--- config.mk ---
export PLATFORM = sky130hd
export DESIGN_NAME = anagram_window_search
export DESIGN_NICKNAME = d
export VERILOG_FILES = /design/src/hw/rtl/aws_pkg.sv /design/src/hw/rtl/aws_hist_ram.sv /design/src/hw/rtl/aws_text_ram.sv /design/src/hw/rtl/anagram_window_search.sv
export VERILOG_INCLUDE_DIRS = /design/src /design/src/hw/rtl
export SDC_FILE = /design/constraint.sdc
export NUM_CORES = 2
export LEC_CHECK = 0
export BUFFER_PORTS_ARGS = -buffer_cell sky130_fd_sc_hd__buf_2
export CAP_MARGIN = 30
export CORE_MARGIN = 2
export CORE_UTILIZATION = 45
export DETAILED_ROUTE_END_ITERATION = 7
export GPL_TIMING_DRIVEN = 1
export PLACE_DENSITY = 0.65
export SKIP_LAST_GASP = 1
export SLEW_MARGIN = 30
export SYNTH_ARGS = -nofsm -noshare
export SYNTH_HDL_FRONTEND = slang
export SYNTH_SLANG_ARGS = --single-unit
--- constraint.sdc ---
create_clock -name clk -period 9.1 [get_ports clk]
set_input_delay 1.365 -clock clk [delete_from_list [all_inputs] [get_ports clk]]
set_output_delay 1.365 -clock clk [all_outputs]
set_load 0.02 [all_outputs]
--- src/hw/rtl/anagram_window_search_assert.svh ---
// assertion macros used by the anagram window search rtl
`ifndef ANAGRAM_WINDOW_SEARCH_ASSERT_SVH
`define ANAGRAM_WINDOW_SEARCH_ASSERT_SVH
`ifndef SYNTHESIS
// same-cycle implication
`define AWS_ASSERT_IMPLIES(name, clk, rst_n, ante, cons) \
	name: assert property (@(posedge clk) disable iff (!rst_n) (ante) |-> (cons)) \
		else $error("aws assertion failed: same-cycle implication");
// next-cycle implication
`define AWS_ASSERT_NEXT(name, clk, rst_n, ante, cons) \
	name: assert property (@(posedge clk) disable iff (!rst_n) (ante) |=> (cons)) \
		else $error("aws assertion failed: next-cycle implication");
`else
`define AWS_ASSERT_IMPLIES(name, clk, rst_n, ante, cons)
`define AWS_ASSERT_NEXT(name, clk, rst_n, ante, cons)
`endif
`endif

--- src/hw/rtl/aws_pkg.sv ---
package aws_pkg;

	// alphabet and text storage
	localparam int ALPHABET = 26;
	localparam int LETTER_W = 5;
	localparam int HIST_AW  = $clog2(ALPHABET);
	localparam int MAX_TEXT = 256;
	localparam int TEXT_AW  = $clog2(MAX_TEXT);
	localparam int POS_W    = TEXT_AW + 1;
	localparam int PLEN_W   = TEXT_AW;
	localparam int CNT_W    = POS_W;
	localparam int DIFF_W   = $clog2(ALPHABET + 1);
	localparam int START_W  = 8;

	// result queue
	localparam int FIFO_N   = 4;
	localparam int FIFO_AW  = $clog2(FIFO_N);
	localparam int FIFO_CW  = $clog2(FIFO_N + 3);

	typedef logic [HIST_AW-1:0]  hidx_t;
	typedef logic [TEXT_AW-1:0]  taddr_t;
	typedef logic [POS_W-1:0]    pos_t;
	typedef logic [PLEN_W-1:0]   plen_t;
	typedef logic [CNT_W-1:0]    cnt_t;
	typedef logic [DIFF_W-1:0]   diff_t;
	typedef logic [START_W-1:0]  start_t;
	typedef logic [FIFO_AW-1:0]  fptr_t;
	typedef logic [FIFO_CW-1:0]  fcnt_t;

	typedef enum logic [1:0] {
		ACT_PATTERN = 2'd0,
		ACT_TEXT    = 2'd1,
		ACT_END     = 2'd2,
		ACT_CLEAR   = 2'd3
	} action_t;

	typedef struct packed {
		action_t              action;
		logic [LETTER_W-1:0]  letter;
	} cmd_t;

	typedef struct packed {
		start_t  start_pos;
		logic    is_end;
		logic    none_found;
	} res_t;

	// one write port of a histogram memory
	typedef struct packed {
		logic   we;
		hidx_t  addr;
		cnt_t   data;
	} hist_wr_t;

endpackage

--- src/hw/rtl/aws_hist_ram.sv ---
// letter histogram memory: one write port, two registered read ports,
// write-first bypass, per-entry valid bits so a clear resets every entry at once
module aws_hist_ram (
	input  logic               clk,
	input  logic               arst_n,
	input  logic               clr,
	input  aws_pkg::hist_wr_t  wr,
	input  aws_pkg::hidx_t     raddr_a,
	input  aws_pkg::hidx_t     raddr_b,
	output aws_pkg::cnt_t      rdata_a,
	output aws_pkg::cnt_t      rdata_b
);

	aws_pkg::cnt_t                mem [aws_pkg::ALPHABET];
	logic [aws_pkg::ALPHABET-1:0] valid_q;
	aws_pkg::cnt_t                rd_a_q;
	aws_pkg::cnt_t                rd_b_q;

	// entry valid bits, an invalid entry reads as zero
	always_ff @(posedge clk or negedge arst_n) begin
		if (!arst_n) begin
			valid_q <= '0;
		end else if (clr) begin
			valid_q <= '0;
		end else if (wr.we) begin
			valid_q[wr.addr] <= 1'b1;
		end
	end

	// storage write
	always_ff @(posedge clk) begin
		if (wr.we && !clr) begin
			mem[wr.addr] <= wr.data;
		end
	end

	// read ports, a same-cycle write or clear wins
	always_ff @(posedge clk) begin
		if (clr) begin
			rd_a_q <= '0;
		end else if (wr.we && wr.addr == raddr_a) begin
			rd_a_q <= wr.data;
		end else if (valid_q[raddr_a]) begin
			rd_a_q <= mem[raddr_a];
		end else begin
			rd_a_q <= '0;
		end
		if (clr) begin
			rd_b_q <= '0;
		end else if (wr.we && wr.addr == raddr_b) begin
			rd_b_q <= wr.data;
		end else if (valid_q[raddr_b]) begin
			rd_b_q <= mem[raddr_b];
		end else begin
			rd_b_q <= '0;
		end
	end

	assign rdata_a = rd_a_q;
	assign rdata_b = rd_b_q;

endmodule

--- src/hw/rtl/aws_text_ram.sv ---
// stored text letters, one write and one registered read per cycle
module aws_text_ram (
	input  logic             clk,
	input  logic             we,
	input  aws_pkg::taddr_t  waddr,
	input  aws_pkg::hidx_t   wdata,
	input  aws_pkg::taddr_t  raddr,
	output aws_pkg::hidx_t   rdata
);

	aws_pkg::hidx_t mem [aws_pkg::MAX_TEXT];
	aws_pkg::hidx_t rd_q;

	// write and read
	always_ff @(posedge clk) begin
		if (we) begin
			mem[waddr] <= wdata;
		end
		rd_q <= mem[raddr];
	end

	assign rdata = rd_q;

endmodule

--- src/hw/rtl/anagram_window_search.sv ---
// anagram window search
// cmd channel (cmd_valid/cmd_ready/cmd): one beat per action. pattern letters
// build the pattern histogram while no text is open; text letters slide a
// window as long as the pattern; end of text closes the text; clear all
// returns the block to its reset state. letters outside the alphabet, pattern
// letters once text has begun, and letters past the storage bound are dropped.
// res channel (res_valid/res_ready/res): a match beat carries the window start,
// the end-of-text beat carries is_end and none_found.
// results pass stage 1 and stage 2 before they enter the result buffer.
// throughput: one beat per cycle, sustained while res_ready stays high. each
// beat reads the text memory once, then both ports of the three histogram
// memories in stage 1, and writes them back in stage 2.
// stall: results queue in a four-entry buffer; cmd_ready drops once the buffer
// plus the two pipeline stages could fill it, and rises as res beats drain.
// reset: arst_n clears all control state and the histogram valid bits at once;
// no clearing pass is needed and cmd_ready is high in the first cycle after.
`include "anagram_window_search_assert.svh"
module anagram_window_search (
	input  logic           clk,
	input  logic           arst_n,
	input  logic           cmd_valid,
	output logic           cmd_ready,
	input  aws_pkg::cmd_t  cmd,
	output logic           res_valid,
	input  logic           res_ready,
	output aws_pkg::res_t  res
);

	typedef struct packed {
		aws_pkg::action_t  op;
		aws_pkg::hidx_t    letter;
		logic              has_old;
		logic              empty;
		logic              chk;
		aws_pkg::start_t   start;
	} stg_t;

	// front state, updated at accept
	aws_pkg::pos_t   pos_q;
	aws_pkg::plen_t  plen_q;

	// pipeline
	logic            v_s1;
	logic            v_s2;
	stg_t            stg_s1;
	stg_t            stg_s2;
	aws_pkg::hidx_t  old_s2;

	// match state
	aws_pkg::diff_t  diff_q;
	aws_pkg::diff_t  npres_q;
	logic            found_q;

	// result queue
	aws_pkg::res_t   fifo_q [aws_pkg::FIFO_N];
	aws_pkg::fptr_t  wr_q;
	aws_pkg::fptr_t  rd_q;
	aws_pkg::fcnt_t  fifo_cnt_q;

	logic            cmd_acc;
	logic            letter_ok;
	logic            pat_ok;
	logic            txt_ok;
	logic            take;
	aws_pkg::pos_t   len_ext;
	aws_pkg::pos_t   p1;
	aws_pkg::pos_t   old_pos;
	aws_pkg::fcnt_t  load;
	stg_t            ent;
	logic            text_we;
	aws_pkg::hidx_t  text_rd;
	aws_pkg::hidx_t  raddr_b;

	aws_pkg::cnt_t   pa, pb, ia, ib, oa, ob;
	aws_pkg::cnt_t   wa, wb;
	logic            is_txt, is_pat, is_end, is_clr;
	logic            same;
	logic            up_a, dn_a, up_b, dn_b;
	aws_pkg::diff_t  diff_new;
	logic            res_push;
	logic            res_pop;
	logic            fifo_full;
	aws_pkg::res_t   res_in;
	aws_pkg::hist_wr_t pat_wr, in_wr, out_wr;
	logic            win_clr;

	// input decode and admission
	assign load      = aws_pkg::fcnt_t'(fifo_cnt_q + aws_pkg::fcnt_t'(v_s1)
		+ aws_pkg::fcnt_t'(v_s2));
	assign cmd_ready = load < aws_pkg::fcnt_t'(aws_pkg::FIFO_N);
	assign cmd_acc   = cmd_valid && cmd_ready;
	assign letter_ok = int'(cmd.letter) < aws_pkg::ALPHABET;
	assign pat_ok    = cmd.action == aws_pkg::ACT_PATTERN && letter_ok && pos_q == '0
		&& plen_q != aws_pkg::plen_t'(aws_pkg::MAX_TEXT - 1);
	assign txt_ok    = cmd.action == aws_pkg::ACT_TEXT && letter_ok
		&& pos_q < aws_pkg::pos_t'(aws_pkg::MAX_TEXT);
	assign take      = pat_ok || txt_ok || cmd.action == aws_pkg::ACT_END
		|| cmd.action == aws_pkg::ACT_CLEAR;

	// window geometry for a text letter
	assign len_ext = aws_pkg::pos_t'(plen_q);
	assign p1      = pos_q + aws_pkg::pos_t'(1);
	assign old_pos = pos_q - len_ext;

	always_comb begin
		ent.op      = cmd.action;
		ent.letter  = aws_pkg::hidx_t'(cmd.letter);
		ent.empty   = plen_q == '0;
		ent.has_old = plen_q != '0 && pos_q >= len_ext;
		ent.chk     = p1 >= len_ext;
		ent.start   = (plen_q == '0) ? aws_pkg::start_t'(pos_q)
			: aws_pkg::start_t'(p1 - len_ext);
	end

	// front counters
	always_ff @(posedge clk or negedge arst_n) begin
		if (!arst_n) begin
			pos_q  <= '0;
			plen_q <= '0;
		end else if (cmd_acc) begin
			unique case (cmd.action)
				aws_pkg::ACT_CLEAR: begin
					pos_q  <= '0;
					plen_q <= '0;
				end
				aws_pkg::ACT_END: begin
					pos_q <= '0;
				end
				aws_pkg::ACT_PATTERN: begin
					if (pat_ok) begin
						plen_q <= plen_q + aws_pkg::plen_t'(1);
					end
				end
				aws_pkg::ACT_TEXT: begin
					if (txt_ok) begin
						pos_q <= p1;
					end
				end
			endcase
		end
	end

	// text store, read of the leaving letter
	assign text_we = cmd_acc && txt_ok;

	aws_text_ram u_text (
		.clk   (clk),
		.we    (text_we),
		.waddr (aws_pkg::taddr_t'(pos_q)),
		.wdata (aws_pkg::hidx_t'(cmd.letter)),
		.raddr (aws_pkg::taddr_t'(old_pos)),
		.rdata (text_rd)
	);

	// pipeline valids
	always_ff @(posedge clk or negedge arst_n) begin
		if (!arst_n) begin
			v_s1 <= 1'b0;
			v_s2 <= 1'b0;
		end else begin
			v_s1 <= cmd_acc && take;
			v_s2 <= v_s1;
		end
	end

	// pipeline payload
	always_ff @(posedge clk) begin
		if (cmd_acc) begin
			stg_s1 <= ent;
		end
		stg_s2 <= stg_s1;
		old_s2 <= text_rd;
	end

	// histogram reads issued in stage 1
	assign raddr_b = stg_s1.has_old ? text_rd : stg_s1.letter;

	aws_hist_ram u_pat (
		.clk     (clk),
		.arst_n  (arst_n),
		.clr     (is_clr),
		.wr      (pat_wr),
		.raddr_a (stg_s1.letter),
		.raddr_b (raddr_b),
		.rdata_a (pa),
		.rdata_b (pb)
	);

	aws_hist_ram u_in (
		.clk     (clk),
		.arst_n  (arst_n),
		.clr     (win_clr),
		.wr      (in_wr),
		.raddr_a (stg_s1.letter),
		.raddr_b (raddr_b),
		.rdata_a (ia),
		.rdata_b (ib)
	);

	aws_hist_ram u_out (
		.clk     (clk),
		.arst_n  (arst_n),
		.clr     (win_clr),
		.wr      (out_wr),
		.raddr_a (stg_s1.letter),
		.raddr_b (raddr_b),
		.rdata_a (oa),
		.rdata_b (ob)
	);

	// stage 2 decode
	assign is_txt  = v_s2 && stg_s2.op == aws_pkg::ACT_TEXT && !stg_s2.empty;
	assign is_pat  = v_s2 && stg_s2.op == aws_pkg::ACT_PATTERN;
	assign is_end  = v_s2 && stg_s2.op == aws_pkg::ACT_END;
	assign is_clr  = v_s2 && stg_s2.op == aws_pkg::ACT_CLEAR;
	assign win_clr = is_clr || is_end;

	// window count is entered minus left
	assign wa   = ia - oa;
	assign wb   = ib - ob;
	assign same = stg_s2.has_old && old_s2 == stg_s2.letter;
	assign up_a = wa == pa;
	assign dn_a = (wa + aws_pkg::cnt_t'(1)) == pa;
	assign up_b = stg_s2.has_old && wb == pb;
	assign dn_b = stg_s2.has_old && (wb - aws_pkg::cnt_t'(1)) == pb;

	// differing-letter count after the slide
	always_comb begin
		if (same) begin
			diff_new = diff_q;
		end else begin
			diff_new = diff_q + aws_pkg::diff_t'(up_a) + aws_pkg::diff_t'(up_b)
				- aws_pkg::diff_t'(dn_a) - aws_pkg::diff_t'(dn_b);
		end
	end

	// histogram write-back
	always_comb begin
		pat_wr.we   = is_pat;
		pat_wr.addr = stg_s2.letter;
		pat_wr.data = pa + aws_pkg::cnt_t'(1);
		in_wr.we    = is_txt;
		in_wr.addr  = stg_s2.letter;
		in_wr.data  = ia + aws_pkg::cnt_t'(1);
		out_wr.we   = is_txt && stg_s2.has_old;
		out_wr.addr = old_s2;
		out_wr.data = ob + aws_pkg::cnt_t'(1);
	end

	// result beat
	assign res_push = is_end || (v_s2 && stg_s2.op == aws_pkg::ACT_TEXT
		&& (stg_s2.empty || (stg_s2.chk && diff_new == '0)));

	always_comb begin
		res_in.start_pos  = is_end ? '0 : stg_s2.start;
		res_in.is_end     = is_end;
		res_in.none_found = is_end && !found_q;
	end

	// match state
	always_ff @(posedge clk or negedge arst_n) begin
		if (!arst_n) begin
			diff_q  <= '0;
			npres_q <= '0;
			found_q <= 1'b0;
		end else if (is_clr) begin
			diff_q  <= '0;
			npres_q <= '0;
			found_q <= 1'b0;
		end else if (is_end) begin
			diff_q  <= npres_q;
			found_q <= 1'b0;
		end else if (is_pat) begin
			if (pa == '0) begin
				diff_q  <= diff_q + aws_pkg::diff_t'(1);
				npres_q <= npres_q + aws_pkg::diff_t'(1);
			end
		end else if (is_txt) begin
			diff_q <= diff_new;
			if (res_push) begin
				found_q <= 1'b1;
			end
		end else if (res_push) begin
			found_q <= 1'b1;
		end
	end

	// result queue
	assign res_pop   = res_valid && res_ready;
	assign res_valid = fifo_cnt_q != '0;
	assign res       = fifo_q[rd_q];
	assign fifo_full = fifo_cnt_q == aws_pkg::fcnt_t'(aws_pkg::FIFO_N);

	always_ff @(posedge clk) begin
		if (res_push) begin
			fifo_q[wr_q] <= res_in;
		end
	end

	always_ff @(posedge clk or negedge arst_n) begin
		if (!arst_n) begin
			wr_q       <= '0;
			rd_q       <= '0;
			fifo_cnt_q <= '0;
		end else begin
			if (res_push) begin
				wr_q <= wr_q + aws_pkg::fptr_t'(1);
			end
			if (res_pop) begin
				rd_q <= rd_q + aws_pkg::fptr_t'(1);
			end
			fifo_cnt_q <= fifo_cnt_q + aws_pkg::fcnt_t'(res_push)
				- aws_pkg::fcnt_t'(res_pop);
		end
	end

	// checks
	`AWS_ASSERT_NEXT(a_stage_flow, clk, arst_n, v_s1, v_s2)
	`AWS_ASSERT_IMPLIES(a_fifo_room, clk, arst_n, res_push, !fifo_full || res_pop)
	`AWS_ASSERT_IMPLIES(a_text_bound, clk, arst_n, text_we, !pos_q[aws_pkg::TEXT_AW])
	`AWS_ASSERT_IMPLIES(a_diff_range, clk, arst_n, 1'b1, int'(diff_q) <= aws_pkg::ALPHABET)

endmodule
==> results.md <==
* Die X at 467 um
* Row count at 169
* Synth unique cells at 71
* IO buf count at 22
* DRT Wirelength at 245000 um
* Number of flops mapped to enable cells by yosys at 2040
* # DRC at 0
* Finished Cell Area at 0.108 mm2
* Clock H-tree levels at 4
* CP startpoint: u_in.rdata_a[0]$_SDFF_PN0_
* YS warnings at 0
* Worst-margin pin slew at 1.05 ns
* Cell Area, Placed at 0.100 mm2
* Number of DRC markers in iteration 0 at 5595
* Cells after synthesis at 5470
* Core box area at 0.213 mm2
* Clock Path Buffers at 3
* Crit-path max FO at 27
* R2R Path Start: u_in.rdata_a[0]$_SDFF_PN0_
* Initial antenna violation count at 5
* Outcome: completed
* WL/cell at 28.8 um
* Setup TNS at 0 ns
* R2R depth at 27
* Area growth from synthesis to layout at 11.7%
* Crit path capture: fifo_cnt_q[2]$_DFF_PN0_
* Post-DRT Antenna Nets at 0
* Final Hold Fails at 0
* Hold Path Stages at 0
* Crit path arrival time at 8.62 ns
* Clock-pin slew on the worst setup and hold paths at 0.06 ns
* Syn Area/Cell at 17.6 um2
* Mapped Nets at 5547
* Initial Utilization at 45.4%
* Via density at 6.16
* Fmax at 0.127 GHz
* # resized after CTS at 0
* Setup violations, final at 0
* Die Y at 467 um
* RR Endpoint: fifo_cnt_q[2]$_DFF_PN0_
* Final Critical Period at 7.87 ns
* CTS tree: yes
* Pwr Density at 354 mW/mm2
* Seq/Total Area, Yosys at 68.3%
* Total GRT Usage at 22.4%
* Lkg Pwr at 35.0 nW
* GP Congestion at 0.858
* Peak supply drop at 0.634 mV
* Post-CTS setup buffer count at 0
* Die ar. at 0.218 mm2
* Nets@finish at 5569
* Via count at 52484
* Number of synthesized register bits at 2242
* Root Buffer: clkbuf_16
* HPWL after DPL at 146000 um
* Number of primary I/O pins at 23
* RSZ-0062 raised after global routing: false
* Skew final at 0.0519 ns
* First-pass detailed-route iteration total at 5
* Crit path launch type: register
* Fin crit share at 86.4%
* FFs w/ async S/R, synth at 5.13%
* Crit end category: register
* Worst slew margin at 29.9%
* Vias in the first global route at 53131
* Max Cap Viol at 0
* First-pass GRT wire length at 361000 um
* Final Util at 50.7%
* R2r setup slk at 1.23 ns
* Hold Path Class: reg -> reg
* Synthesized cell area at 0.0965 mm2
* Cts bufs inserted at 225
* Clk_lat worst skew at 0.87 ns
* Largest net degree at the start of global routing at 181
* CP Class: reg -> reg
* Hold_buf cts at 0
* Main synth FF type: edfxtp_1
* Req. time, crit path at 9.86 ns
* Final max-slew violation count at 0
* Num Clock Sinks at 2242
* Ratio of cells with drive above 1 in the final layout at 23.9%
* Gr ovfl total at 0
-- metrics by stage --
stage / total power, mW / setup WS, ns / instances / hold WS [ns]
3_3_place_gp: 28.9 / 1.43 / 8081 / 0.329
4_1_cts: 38.4 / 1.27 / 8503 / 0.341
2_1_floorplan: 24.0 / 2.41 / 5470 / 0.323
5_1_grt: 39.7 / 0.766 / 8514 / 0.358
6_report: 38.2 / 1.23 / 8515 / 0.342
3_5_place_dp: 29.1 / 1.30 / 8083 / 0.327
-- sequential cells by signal, summed over array words and instances, names as in the netlist, 8 cells and up, named ones only --
name	count
u_text.mem	1280
u_in.mem	234
u_out.mem	234
u_pat.mem	234
fifo_q	40
u_in.valid_q	26
u_out.valid_q	26
u_pat.valid_q	26
stg_s1	18
stg_s2	13
pos_q	9
u_in.rdata_a	9
u_in.rdata_b	9
u_out.rdata_a	9
u_out.rdata_b	9
u_pat.rdata_a	9
u_pat.rdata_b	9
plen_q	8
-- cell usage in the layout, fill, tap and decap left out, types with 40 or more instances in the layout --
master     instances
a21o_1            41
a21oi_1          119
buf_4            109
clkbuf_1          44
clkbuf_16        227
clkinv_1          40
clkinv_2          40
dfrtp_1          115
dfxtp_1           82
edfxtp_1        2040
ha_1              56
inv_1             84
mux2i_1           91
mux4_2           750
nand2_1          375
nand3_1          125
nor2_1           486
nor2b_1           48
o21ai_0           59
xnor2_1           54
xor2_1            45
-- worst min path at each step --
| stage | slack (ns) | endpoint | start |
|---|---|---|---|
| floorplan | 0.32 | stg_s2[0]$_DFF_P_ | stg_s1[0]$_DFFE_PP_ |
| global placement | 0.33 | stg_s2[16]$_DFF_P_ | stg_s1[16]$_DFFE_PP_ |
| detailed placement | 0.33 | stg_s2[16]$_DFF_P_ | stg_s1[16]$_DFFE_PP_ |
| CTS | 0.34 | stg_s2[16]$_DFF_P_ | stg_s1[16]$_DFFE_PP_ |
| global route | 0.36 | stg_s2[16]$_DFF_P_ | stg_s1[16]$_DFFE_PP_ |
| finish | 0.34 | stg_s2[16]$_DFF_P_ | stg_s1[16]$_DFFE_PP_ |
-- worst max-delay path, stage by stage, from the launching register on --
cell	delay, ns
dfxtp_1	0.44
inv_1	0.38
ha_1	0.37
fa_1	0.40
nand2b_1	0.17
a211oi_1	0.29
nor2_1	0.19
xor2_1	0.19
or4_1	0.55
or4_1	0.40
or3_1	0.35
fa_1	0.54
fa_1	0.38
inv_1	0.06
ha_1	0.17
inv_1	0.06
fa_1	0.41
xor2_1	0.20
nand4_1	0.13
o31ai_1	0.30
and2_1	0.21
a21o_1	0.39
inv_1	0.09
ha_1	0.29
inv_1	0.04
ha_1	0.19
fa_1	0.41
xnor2_1	0.13
-- report_power, final --
group	switching, mW	internal (mW)
logic	9.18	7.24
registers	0.495	11.9
clock network	3.98	5.39
total	13.7	24.6
-- cells by family after synthesis --
group	after synthesis	share of synthesized area (%)
flops	2242	68.3
buf+inv	441	1.96
fa+ha+maj	66	0.918
mux	871	18.8
simple gates	1240	5.57
compound gates	496	3.47
xor+xnor	114	1.03
-- area by class of cell --
type	instances	area, um2
antenna	9	22.5
clock buffer	279	5960
clock inverter	141	1550
fill	17133	105000
inverter	85	319
multi-input combinational	2787	29200
sequential	2242	65900
tap	2821	3530
timing repair buffer	151	1330
-- Yosys cell counts (all sizes together) (34+ instances only) --
master	instances	share of area (%)
a211oi	34	0.27
a21o	41	0.32
a21oi	122	0.63
buf	127	0.74
clkbuf	229	0.89
dfrtp	115	3.0
dfxtp	87	1.8
edfxtp	2040	63
ha	58	0.75
inv	85	0.33
mux2i	95	0.99
mux4	750	18
nand2	385	1.5
nand3	125	0.65
nor2	516	2.0
nor2b	48	0.31
nor3	36	0.19
o21ai	75	0.39
xnor2	67	0.61
xor2	47	0.43
-- per-layer routing --
metal | global-route usage [%] | part of all wire, % | up-vias
li1 | - | - | 22030
met1 | 30.6 | 40 | 27677
met2 | 36.7 | 50 | 2329
met3 | 3.52 | 7.3 | 448
met4 | 8.02 | 3.3 | 0
met5 | 0 | 0 | -
Power figures use the tool's default switching activity.
